File: src/sv/nrpc_pkg.sv
// shared types, constants and helper functions for the nearest palette color match
package nrpc_pkg;

  localparam int PALETTE_ENTRIES_DEF = 256;
  localparam int PALETTE_MAX         = 256;
  localparam int CH_W                = 8;
  localparam int IDX_W               = 8;
  localparam int CODE_W              = 16;
  localparam int SQ_W                = 2 * CH_W;
  localparam int ERR_W               = 18;

  typedef enum logic {
    KIND_LOAD   = 1'b0,
    KIND_LOOKUP = 1'b1
  } kind_t;

  typedef enum logic {
    FMT_565 = 1'b0,
    FMT_555 = 1'b1
  } fmt_t;

  typedef enum logic [1:0] {
    ST_IDLE,
    ST_SCAN,
    ST_DRAIN
  } state_t;

  typedef struct packed {
    logic [CH_W-1:0] red;
    logic [CH_W-1:0] green;
    logic [CH_W-1:0] blue;
  } rgb_t;

  typedef struct packed {
    kind_t             kind;
    logic [IDX_W-1:0]  entry_index;
    logic [CH_W-1:0]   entry_red;
    logic [CH_W-1:0]   entry_green;
    logic [CH_W-1:0]   entry_blue;
    logic [CODE_W-1:0] pixel_code;
  } in_t;

  typedef struct packed {
    logic [IDX_W-1:0] nearest_index;
    logic [ERR_W-1:0] nearest_error;
  } out_t;

  function automatic rgb_t expand_code(input logic [CODE_W-1:0] code, input fmt_t fmt);
    rgb_t c;
    c.blue = {code[4:0], 3'b000};
    if (fmt == FMT_565) begin
      c.red   = {code[15:11], 3'b000};
      c.green = {code[10:5], 2'b00};
    end else begin
      c.red   = {code[14:10], 3'b000};
      c.green = {code[9:5], 3'b000};
    end
    return c;
  endfunction

  function automatic logic [SQ_W-1:0] sq_diff(input logic [CH_W-1:0] a,
                                              input logic [CH_W-1:0] b);
    logic [CH_W-1:0] d;
    d = (a >= b) ? (a - b) : (b - a);
    return SQ_W'(d) * SQ_W'(d);
  endfunction

endpackage

File: src/sv/nrpc_search.sv
// scan sequencer, distance pipeline and running minimum for one lookup
module nrpc_search #(
  parameter int PALETTE_ENTRIES = nrpc_pkg::PALETTE_ENTRIES_DEF,
  localparam int AW = $clog2(PALETTE_ENTRIES)
) (
  input  logic                          clk,
  input  logic                          rst_n,
  input  logic                          go,
  input  logic [nrpc_pkg::CODE_W-1:0]   code,
  input  nrpc_pkg::fmt_t                fmt,
  output logic                          busy,
  output logic                          rd_en,
  output logic [AW-1:0]                 rd_addr,
  input  nrpc_pkg::rgb_t                rd_data,
  output logic                          out_strobe,
  output nrpc_pkg::out_t                out_data
);

  nrpc_pkg::state_t state_r, state_nxt;
  logic [AW-1:0]    cnt_r;
  logic             last_issue;
  nrpc_pkg::rgb_t   tgt_r;

  logic             s1_v_r, s1_last_r, s1_first_r;
  logic [AW-1:0]    s1_idx_r;
  logic             s2_v_r, s2_last_r, s2_first_r;
  logic [AW-1:0]    s2_idx_r;
  logic [nrpc_pkg::SQ_W-1:0] s2_sq_r [3];

  logic [nrpc_pkg::ERR_W-1:0] err;
  logic                       take;
  logic [AW-1:0]              best_idx_r;
  logic [nrpc_pkg::ERR_W-1:0] best_err_r;
  logic                       out_strobe_r;
  nrpc_pkg::out_t             out_data_r;

  assign last_issue = (cnt_r == AW'(PALETTE_ENTRIES - 1));

  always_comb begin
    state_nxt = state_r;
    unique case (state_r)
      nrpc_pkg::ST_IDLE:  if (go) state_nxt = nrpc_pkg::ST_SCAN;
      nrpc_pkg::ST_SCAN:  if (last_issue) state_nxt = nrpc_pkg::ST_DRAIN;
      nrpc_pkg::ST_DRAIN: if (s2_v_r && s2_last_r) state_nxt = nrpc_pkg::ST_IDLE;
      default:            state_nxt = nrpc_pkg::ST_IDLE;
    endcase
  end

  always_comb begin
    busy  = 1'b1;
    rd_en = 1'b0;
    unique case (state_r)
      nrpc_pkg::ST_IDLE: busy  = 1'b0;
      nrpc_pkg::ST_SCAN: rd_en = 1'b1;
      default: begin
        busy  = 1'b1;
        rd_en = 1'b0;
      end
    endcase
  end

  assign rd_addr = cnt_r;

  always_ff @(posedge clk) begin
    if (!rst_n) begin
      state_r      <= nrpc_pkg::ST_IDLE;
      cnt_r        <= '0;
      s1_v_r       <= 1'b0;
      s2_v_r       <= 1'b0;
      out_strobe_r <= 1'b0;
    end else begin
      state_r      <= state_nxt;
      s1_v_r       <= rd_en;
      s2_v_r       <= s1_v_r;
      out_strobe_r <= s2_v_r && s2_last_r;
      if (state_r == nrpc_pkg::ST_IDLE) begin
        cnt_r <= '0;
      end else if (rd_en) begin
        cnt_r <= cnt_r + AW'(1);
      end
    end
  end

  always_ff @(posedge clk) begin
    if (go && !busy) begin
      tgt_r <= nrpc_pkg::expand_code(code, fmt);
    end
    s1_last_r  <= last_issue;
    s1_first_r <= (cnt_r == '0);
    s1_idx_r   <= cnt_r;
    s2_last_r  <= s1_last_r;
    s2_first_r <= s1_first_r;
    s2_idx_r   <= s1_idx_r;
    s2_sq_r[0] <= nrpc_pkg::sq_diff(rd_data.red, tgt_r.red);
    s2_sq_r[1] <= nrpc_pkg::sq_diff(rd_data.green, tgt_r.green);
    s2_sq_r[2] <= nrpc_pkg::sq_diff(rd_data.blue, tgt_r.blue);
  end

  assign err  = nrpc_pkg::ERR_W'(s2_sq_r[0]) + nrpc_pkg::ERR_W'(s2_sq_r[1])
              + nrpc_pkg::ERR_W'(s2_sq_r[2]);
  // strict less keeps the lowest index on a tie
  assign take = s2_first_r || (err < best_err_r);

  always_ff @(posedge clk) begin
    if (s2_v_r && take) begin
      best_idx_r <= s2_idx_r;
      best_err_r <= err;
    end
    if (s2_v_r && s2_last_r) begin
      out_data_r.nearest_index <= take ? nrpc_pkg::IDX_W'(s2_idx_r)
                                       : nrpc_pkg::IDX_W'(best_idx_r);
      out_data_r.nearest_error <= take ? err : best_err_r;
    end
  end

  assign out_strobe = out_strobe_r;
  assign out_data   = out_data_r;

endmodule

File: config.mk
export PLATFORM = sky130hd
export DESIGN_NAME = nrpc_search
export DESIGN_NICKNAME = d
export VERILOG_FILES = /design/src/sv/nrpc_pkg.sv /design/src/sv/nrpc_search.sv
export SDC_FILE = /design/constraint.sdc
export NUM_CORES = 1
export LEC_CHECK = 0
export BUFFER_PORTS_ARGS = -buffer_cell sky130_fd_sc_hd__buf_4
export CORE_MARGIN = 2
export CORE_UTILIZATION = 37
export DETAILED_ROUTE_END_ITERATION = 6
export GPL_TIMING_DRIVEN = 0
export SYNTH_ARGS = -nofsm -noshare
export SYNTH_HDL_FRONTEND = slang
export SYNTH_SLANG_ARGS = --single-unit
export TNS_END_PERCENT = 1
File: constraint.sdc
create_clock -name clk -period 17.83 [get_ports clk]
set_clock_uncertainty 0.1 [all_clocks]
set_input_delay 0.8915 -clock clk [delete_from_list [all_inputs] [get_ports clk]]
set_output_delay 0.8915 -clock clk [all_outputs]
set_load 0.05 [all_outputs]
======== After elaboration in Yosys (flattened, before gate mapping) ========
Memory sizes are Yosys's and may differ from the RTL's.
Index checks and enable logic that the tools add are counted.
W data, S select, Z words.
word-level totals
  memories kept ........................... 1
  input bits .............................. 44
  RAM bits ................................ 48
  output and inout port bits .............. 37
  register bits after elaboration ......... 106
  word-level logic and storage cells ...... 63
cells by class
  multiplexer cells ....................... 12
  bitwise logic cells ..................... 1
  reductions and logical operators ........ 8
  $mul .................................... 3
  add/subtract/negate cells ............... 9
  equality and inequality tests ........... 6
  order comparisons ....................... 4
memories
  memory   depth  width  rd ports  clocked after memory_dff  write ports  RTL line           text
  s2_sq_r  3      16     3         0                         3            nrpc_search.sv:28  logic [nrpc_pkg::SQ_W-1:0] s2_sq_r [3];
operator list
  cell                   count
  $mul A8 B8 Y16         3
  $sub A8 B8 Y8          6
  $mux W8                4
  $ge A8 B8 Y1           3
  $add A17 B16 Y18       1
  $lt A18 B18 Y1         1
  $mux W18               1
  $add A16 B16 Y17       1
  $mux W16               1
  $add A8 B1 Y8 const B  1
  $eq A8 B8 Y1 const B   1
  $logic_not A8 Y1       1
  $mux W2                3
  $ne A2 B2 Y1 const B   3
  $pmux W2 S3            1
  $logic_and A1 B1 Y1    3
  $reduce_and A3 Y1      1
  $eq A2 B1 Y1 const B   1
  $eq A2 B2 Y1 const B   1
  $logic_not A2 Y1       1
  $mux W1                2
  $reduce_or A2 Y1       1
  $logic_or A1 B1 Y1     1
  $not A1 Y1             1

======== Longest topological paths before layout ========
Gate-level depths: netlist of run 1.
An unclocked memory read counts as a cell.
  depth in word-level cells ............... 6
  depth in mapped cells ................... 26
  mapped depth without buffers ............ 26

======== Worst setup path before layout of run 1 ========
OpenSTA, ideal clock, no wires.
  path kind ............................... input to register
  start ................................... input port rd_data[21] in the netlist's numbering
  end ..................................... memory s2_sq_r[0][15] in the netlist's numbering
  buffers on the path ..................... 1
  stages on the path ...................... 23
  library setup time ...................... 0.120 ns
  setup slack ............................. 10.980 ns
  required time ........................... 17.610 ns
  data arrival time ....................... 6.629 ns
  cell sequence ........................... inv_1 ha_1 buf_2 a21oi_1 o21ai_1 a311oi_4 mux2i_1 xor2_1 nor2_1 fa_1 fa_1 inv_1 fa_1 fa_1 inv_1 ha_1 o21ai_0 nand2b_1 nand4_1 a21oi_1 a2111oi_0 o2bb2ai_1 xnor2_1
RTL lines
  what             RTL line           text
  start, declared  nrpc_search.sv:14  input nrpc_pkg::rgb_t rd_data,
  end, declared    nrpc_search.sv:28

==> flow_metrics.env, run 1 <==
export IMPL_wl_um=23090
export IMPL_slew_violations=0
export IMPL_relSlewSlack=0.2049
export IMPL_grt_pass1_wl_um=39590
export IMPL_gr_usage_all_layers=0.1439
export IMPL_io_buffers=80
export IMPL_start_kind="input pin"
export IMPL_cp_arrival_ps=7640
export IMPL_setup_viol=0
export IMPL_root_buffer="clkbuf_16"
export IMPL_grtUsageMet1=0.1969
export IMPL_tightest_slew_ps=1193
export IMPL_min_period_over_period=0.4140
export IMPL_htree_levels=4
export IMPL_synthArstFlopShare=0
export IMPL_max_freq_mhz=135.5
export IMPL_nFillCells=3155
export IMPL_outcome="completed"
export IMPL_ctsHoldBuffers=0
export IMPL_grt_pass1_vias=8425
export IMPL_startpoint="rd_data[16]"
export IMPL_min_delay_path_class="register to register"
export IMPL_start_util=0.3743
export IMPL_syn_to_final_growth_pct=14.90
export IMPL_die_x_um=185.2
export IMPL_finalSetupTns_ps=0
export IMPL_synthTopCellsByCount="219 x inv_1, 153 x ha_1, 119 x nor2_1, 94 x fa_1, 78 x dfxtp_1"
export IMPL_clock_latency_ps=430
export IMPL_avgSynthCellArea_um2=9.917
export IMPL_clkTransAtPathRegs_ps=70
export IMPL_vias=8431
export IMPL_cp_end_kind="register"
export IMPL_ys_seq_elements=146
export IMPL_synth_top_cell_area_share=0.1681
export IMPL_cts_buffers=17
export IMPL_grt_ovfl_total=0
export IMPL_die_area_um2=34300
export IMPL_cts_sinks=146
export IMPL_row_count=66
export IMPL_synth_seq_area_share=0.2966
export IMPL_crit_fanout=9
export IMPL_reg2reg_from="tgt_r[21]$_DFFE_PP_"
export IMPL_ant_nets=0
export IMPL_min_period_ps=7381
export IMPL_cts_resized_gates=0
export IMPL_use_met2=0.2379
export IMPL_dr_pass1_iters=5
export IMPL_wl_per_cell_um=12.92
export IMPL_first_iter_violations=322
export IMPL_synthTopCellsByArea="edfxtp_1 17%, ha_1 16%, fa_1 15%"
export IMPL_synth_top_flop_cell="dfxtp_1"
export IMPL_dp_hpwl_um=18980
export IMPL_vias_per_cell=4.718
export IMPL_die_h_um=185.2
export IMPL_hold_viol=0
export IMPL_grt_max_degree=27
export IMPL_drc_errors=0
export IMPL_ys_types=71
export IMPL_cap_violations=0
export IMPL_num_antenna_cells=0
export IMPL_crit_required_ps=18090
export IMPL_cts_tree="yes"
export IMPL_clockBufferDepth=2
export IMPL_mappedNetlistArea_um2=12150
export IMPL_io_pins=81
export IMPL_yosys_warnings=0
export IMPL_hold_start="s1_idx_r[2]$_DFF_P_"
export IMPL_use_met3=0.02576
export IMPL_busiest_layer="met2"
export IMPL_fin_nets=1623
export IMPL_cts_setup_buffers=0
export IMPL_synthesis_instances=1225
export IMPL_gp_congestion=0.8305
export IMPL_yosys_area_top_type="edfxtp_1"
export IMPL_antenna_found_initial=0
export IMPL_drive_gt1_frac=0.1383
export IMPL_core_um2=32450
export IMPL_synth_edf_count=68
export IMPL_synth_most_common_cell="inv_1"
export IMPL_rsz0062_at_grt="no"
export IMPL_path_class="input pin to register"
routing by layer:
| layer | routed length (µm) | vias up |
|---|---|---|
| met4 | 202 | 0 |
| met1 | 11460 | 3984 |
| li1 | - | 4304 |
| met2 | 10680 | 135 |
| met3 | 755 | 8 |
| met5 | 0 | - |
final timing paths:
path / to / slack (ps) / cells past startpoint
max: s2_sq_r[0][15]$_DFF_P_ / 10450 / 23
max reg2reg: s2_sq_r[0][15]$_DFF_P_ / 10750 / 22
min reg2reg: s2_idx_r[2]$_DFF_P_ / 230 / 0
min: s2_idx_r[2]$_DFF_P_ / 230 / 0
final cells by class:
type                    instances  area, µm²  area share
clock inverters                15      187.7     0.01345
flip-flops and latches        146       3603      0.2582
well taps                     442      553.0     0.03962
clock buffers                  17      425.4     0.03048
inverters                     223      837.1     0.05997
plain buffers                  17      73.82    0.005289
multi-input cells             846       7662      0.5489
repair buffers                 81      615.6     0.04410
state kept, by name, indices dropped and copies added, names as in the netlist, 2 cells and up:
name	count
state_r	2
tgt_r	16
s1_idx_r	8
s2_idx_r	8
rd_addr	8
s2_sq_r	45
best_err_r	18
best_idx_r	8
out_data	26
per-stage QoR:
stage	utilization	instances	hold slack, ps	area, µm²	setup WS [ps]
2_1_floorplan	-	1232	209.6	12170	10980
3_3_place_gp	0.4107	1754	210.3	13330	10130
3_5_place_dp	0.4112	1755	212.1	13350	9972
4_1_cts	0.4301	1787	227.1	13960	10440
5_1_grt	0.4301	1787	232.5	13960	10070
6_report	0.4301	1787	227.1	13960	10450
cells by family (layout without fill, tap and decap cells):
| kind of cell | Yosys count | after routing | synth area share |
|---|---|---|---|
| AND/OR/NAND/NOR | 268 | 268 | 0.1067 |
| adder cells (fa/ha/maj) | 247 | 247 | 0.3125 |
| buffers and inverters | 240 | 353 | 0.07498 |
| AO/OA/AOI/OAI | 202 | 202 | 0.1115 |
| flip-flops | 146 | 146 | 0.2966 |
| XOR/XNOR | 74 | 74 | 0.05521 |
| multiplexers | 46 | 46 | 0.04182 |
| other | 2 | 9 | 0.0006182 |
cell usage in the layout (no fill, tap or decap), types with 4 or more instances in the layout:
master	instances
inv_1	219
ha_1	153
nor2_1	118
fa_1	94
buf_4	80
dfxtp_1	78
edfxtp_1	68
a21oi_1	57
xnor2_1	46
nand2_1	43
mux2_2	35
o21ai_0	34
a21o_1	31
xor2_1	25
clkbuf_16	17
nor3_1	14
nand4_1	13
or2_2	12
nand3_1	11
mux2i_1	10
clkbuf_1	9
o21a_1	9
conb_1	9
nor2b_1	8
buf_2	8
o21bai_1	8
a211oi_1	8
o21ai_1	7
and3_1	7
nand2b_1	7
nand3b_1	6
o41ai_1	6
a31oi_1	5
and2_1	5
inv_8	5
clkinv_8	5
or2_1	4
a221oi_1	4
or3_1	4
worst max-delay path: stages:
cell	delay (ps)
buf_4	110
clkinv_1	280
ha_1	350
nand3b_1	160
o21ai_1	130
a311oi_4	500
mux2i_1	270
xor2_1	690
nor2_1	200
fa_1	530
fa_1	550
inv_1	60
fa_1	510
fa_1	540
inv_1	40
ha_1	330
o21ai_0	180
nand2b_1	120
nand4_1	120
a21oi_1	50
a2111oi_0	670
o2bb2ai_1	220
xnor2_1	130
Power of run 1 is not shown: default switching activity piles up to over one toggle a cycle in this logic, so the estimate is an artifact.
==> run 2: changes to the inputs <==
==> constraint.sdc (replaced) <==
create_clock -name clk -period 7.6 [get_ports clk]
set_clock_uncertainty 0.1 [all_clocks]
set_input_delay 0.38 -clock clk [delete_from_list [all_inputs] [get_ports clk]]
set_output_delay 0.38 -clock clk [all_outputs]
set_load 0.05 [all_outputs]
==> run 2 against run 1 <==
Compared with the run above: cell area up 0.47%; register-to-register slack lost 10000 ps; critical path type unchanged; die area did not move; first-iteration DRC count is 16% higher; critical path depth increased by 1; routed wire length grew 0.58%; non-clock buffer count up 5; sequential cell count unchanged; via count up 0.46%.
==> flow_metrics.env, run 2 (synthesis results as in run 1) <==
export IMPL_grt_max_degree=27
export IMPL_crit_required_ps=7870
export IMPL_cts_buffers=17
export IMPL_cts_tree="yes"
export IMPL_syn_to_final_growth_pct=15.44
export IMPL_min_delay_path_class="input pin to register"
export IMPL_gp_congestion=0.8305
export IMPL_min_period_over_period=0.9494
export IMPL_core_um2=32450
export IMPL_num_antenna_cells=0
export IMPL_die_h_um=185.2
export IMPL_largest_register_ffs=45
export IMPL_tightest_slew_ps=1207
export IMPL_relSlewSlack=0.1954
export IMPL_path_cells="dlygate4sd3_1 > buf_4 > clkinv_1 > ha_1 > nand3b_1 > o21ai_1 > a311oi_4 > mux2i_1 > xor2_2 > nor2_1 > fa_1 > fa_1 > inv_1 > fa_1 > fa_1 > inv_1 > ha_1 > o21ai_0 > nand2b_1 > nand4_1 > a21oi_1 > a2111oi_0 > o2bb2ai_1 > xnor2_1"
export IMPL_io_pins=81
export IMPL_min_period_ps=7216
export IMPL_stdcell_count=1792
export IMPL_setup_viol=0
export IMPL_die_x_um=185.2
export IMPL_antenna_found_initial=0
export IMPL_clkTransAtPathRegs_ps=70
export IMPL_final_common_cell="inv_1"
export IMPL_start_kind="input pin"
export IMPL_grt_pass1_wl_um=39630
export IMPL_crit_fanout=9
export IMPL_cts_setup_buffers=0
export IMPL_cap_violations=0
export IMPL_layout_common_cells="219 x inv_1, 153 x ha_1, 118 x nor2_1, 94 x fa_1, 80 x buf_4"
export IMPL_grt_pass1_vias=8443
export IMPL_wl_um=23230
export IMPL_place_area_um2=13350
export IMPL_clockBufferDepth=2
export IMPL_path_class="input pin to register"
export IMPL_multiInputGateArea_um2=7677
export IMPL_hold_viol=0
export IMPL_fin_nets=1628
export IMPL_ant_nets=0
export IMPL_gr_usage_all_layers=0.1440
export IMPL_outcome="completed"
export IMPL_htree_levels=4
export IMPL_vias=8470
export IMPL_first_iter_violations=373
export IMPL_stdcell_area_um2=14020
export IMPL_die_area_um2=34300
export IMPL_whs_path_depth=1
export IMPL_cp_end_kind="register"
export IMPL_cts_sinks=146
export IMPL_top_register="s2_sq_r"
export IMPL_wl_per_cell_um=12.96
export IMPL_grt_ovfl_total=0
export IMPL_max_freq_mhz=138.6
export IMPL_dr_pass1_iters=5
export IMPL_cpPeakStageDelay_ps=680
export IMPL_root_buffer="clkbuf_16"
export IMPL_nFillCells=3151
export IMPL_drive_gt1_frac=0.1393
export IMPL_clock_latency_ps=440
export IMPL_finalSetupTns_ps=0
export IMPL_crit_top_cell="fa_1"
export IMPL_holdWs_ps=25.67
export IMPL_drc_errors=0
export IMPL_slew_violations=0
export IMPL_dp_hpwl_um=18980
export IMPL_seqCellArea_um2=3603
export IMPL_worst_r2r_path_depth=22
export IMPL_start_util=0.3743
export IMPL_cp_arrival_ps=7480
export IMPL_placed_cells=1755
export IMPL_io_buffers=80
export IMPL_vias_per_cell=4.727
export IMPL_row_count=66
export IMPL_slowest_stage="a2111oi_0"
==> run 2: cell types whose count changed in the layout (fill, tap and decap cells not counted), sizes merged <==
cell / change
dlygate4sd3: +5
==> run 2: layer usage <==
| metal | up-vias | global-route usage | part of all wire |
|---|---|---|---|
| met5 | - | 0 | 0 |
| met4 | 0 | 0.03079 | 0.010 |
| met3 | 15 | 0.02576 | 0.037 |
| met2 | 139 | 0.2384 | 0.46 |
| met1 | 4005 | 0.1971 | 0.49 |
| li1 | 4311 | - | - |
==> run 2: path summary, 6_finish.rpt <==
check                           start                     end  slack [ps]
setup / recovery          rd_data[16]  s2_sq_r[0][15]$_DFF_P_         380
hold / removal                code[3]      tgt_r[6]$_DFFE_PP_          30
setup reg to reg  tgt_r[21]$_DFFE_PP_  s2_sq_r[0][15]$_DFF_P_         700
hold reg to reg   s1_idx_r[2]$_DFF_P_     s2_idx_r[2]$_DFF_P_         230
==> run 2: through the flow <==
| step | util | worst slack, ps |
|---|---|---|
| floorplan | - | 1262 |
| global placement | 0.4107 | 408.8 |
| detailed placement | 0.4112 | 253.4 |
| CTS | 0.4316 | 166.7 |
| global route | 0.4321 | -45.55 |
| finish | 0.4321 | 384.5 |
==> run 2: layout make-up <==
type,instances,share of cell area
clock inverter,15,0.01338
inverter,223,0.05969
clock buffer,17,0.03034
sequential,146,0.2570
multi-input combinational,846,0.5475
timing repair buffer,86,0.04747
tap,442,0.03944
buffer,17,0.005264
==> run 2: critical path, delay by kind of cell <==
kind,cells,cell delay [ps]
xor gates and xnor gates,2,600
buffers and inverters,5,1050
and+or+nand+nor,4,570
adders and majority gates,6,2780
AOI/OAI and AO/OA,6,1760
muxes,1,330
==> run 2: what timing repair did <==
action	CTS	global route
hold buffers	5	0
endpoints found under the setup margin	0	2
gates resized for setup	0	2
endpoints found under the hold margin	5	0
Power of run 2 is left out for the same reason.
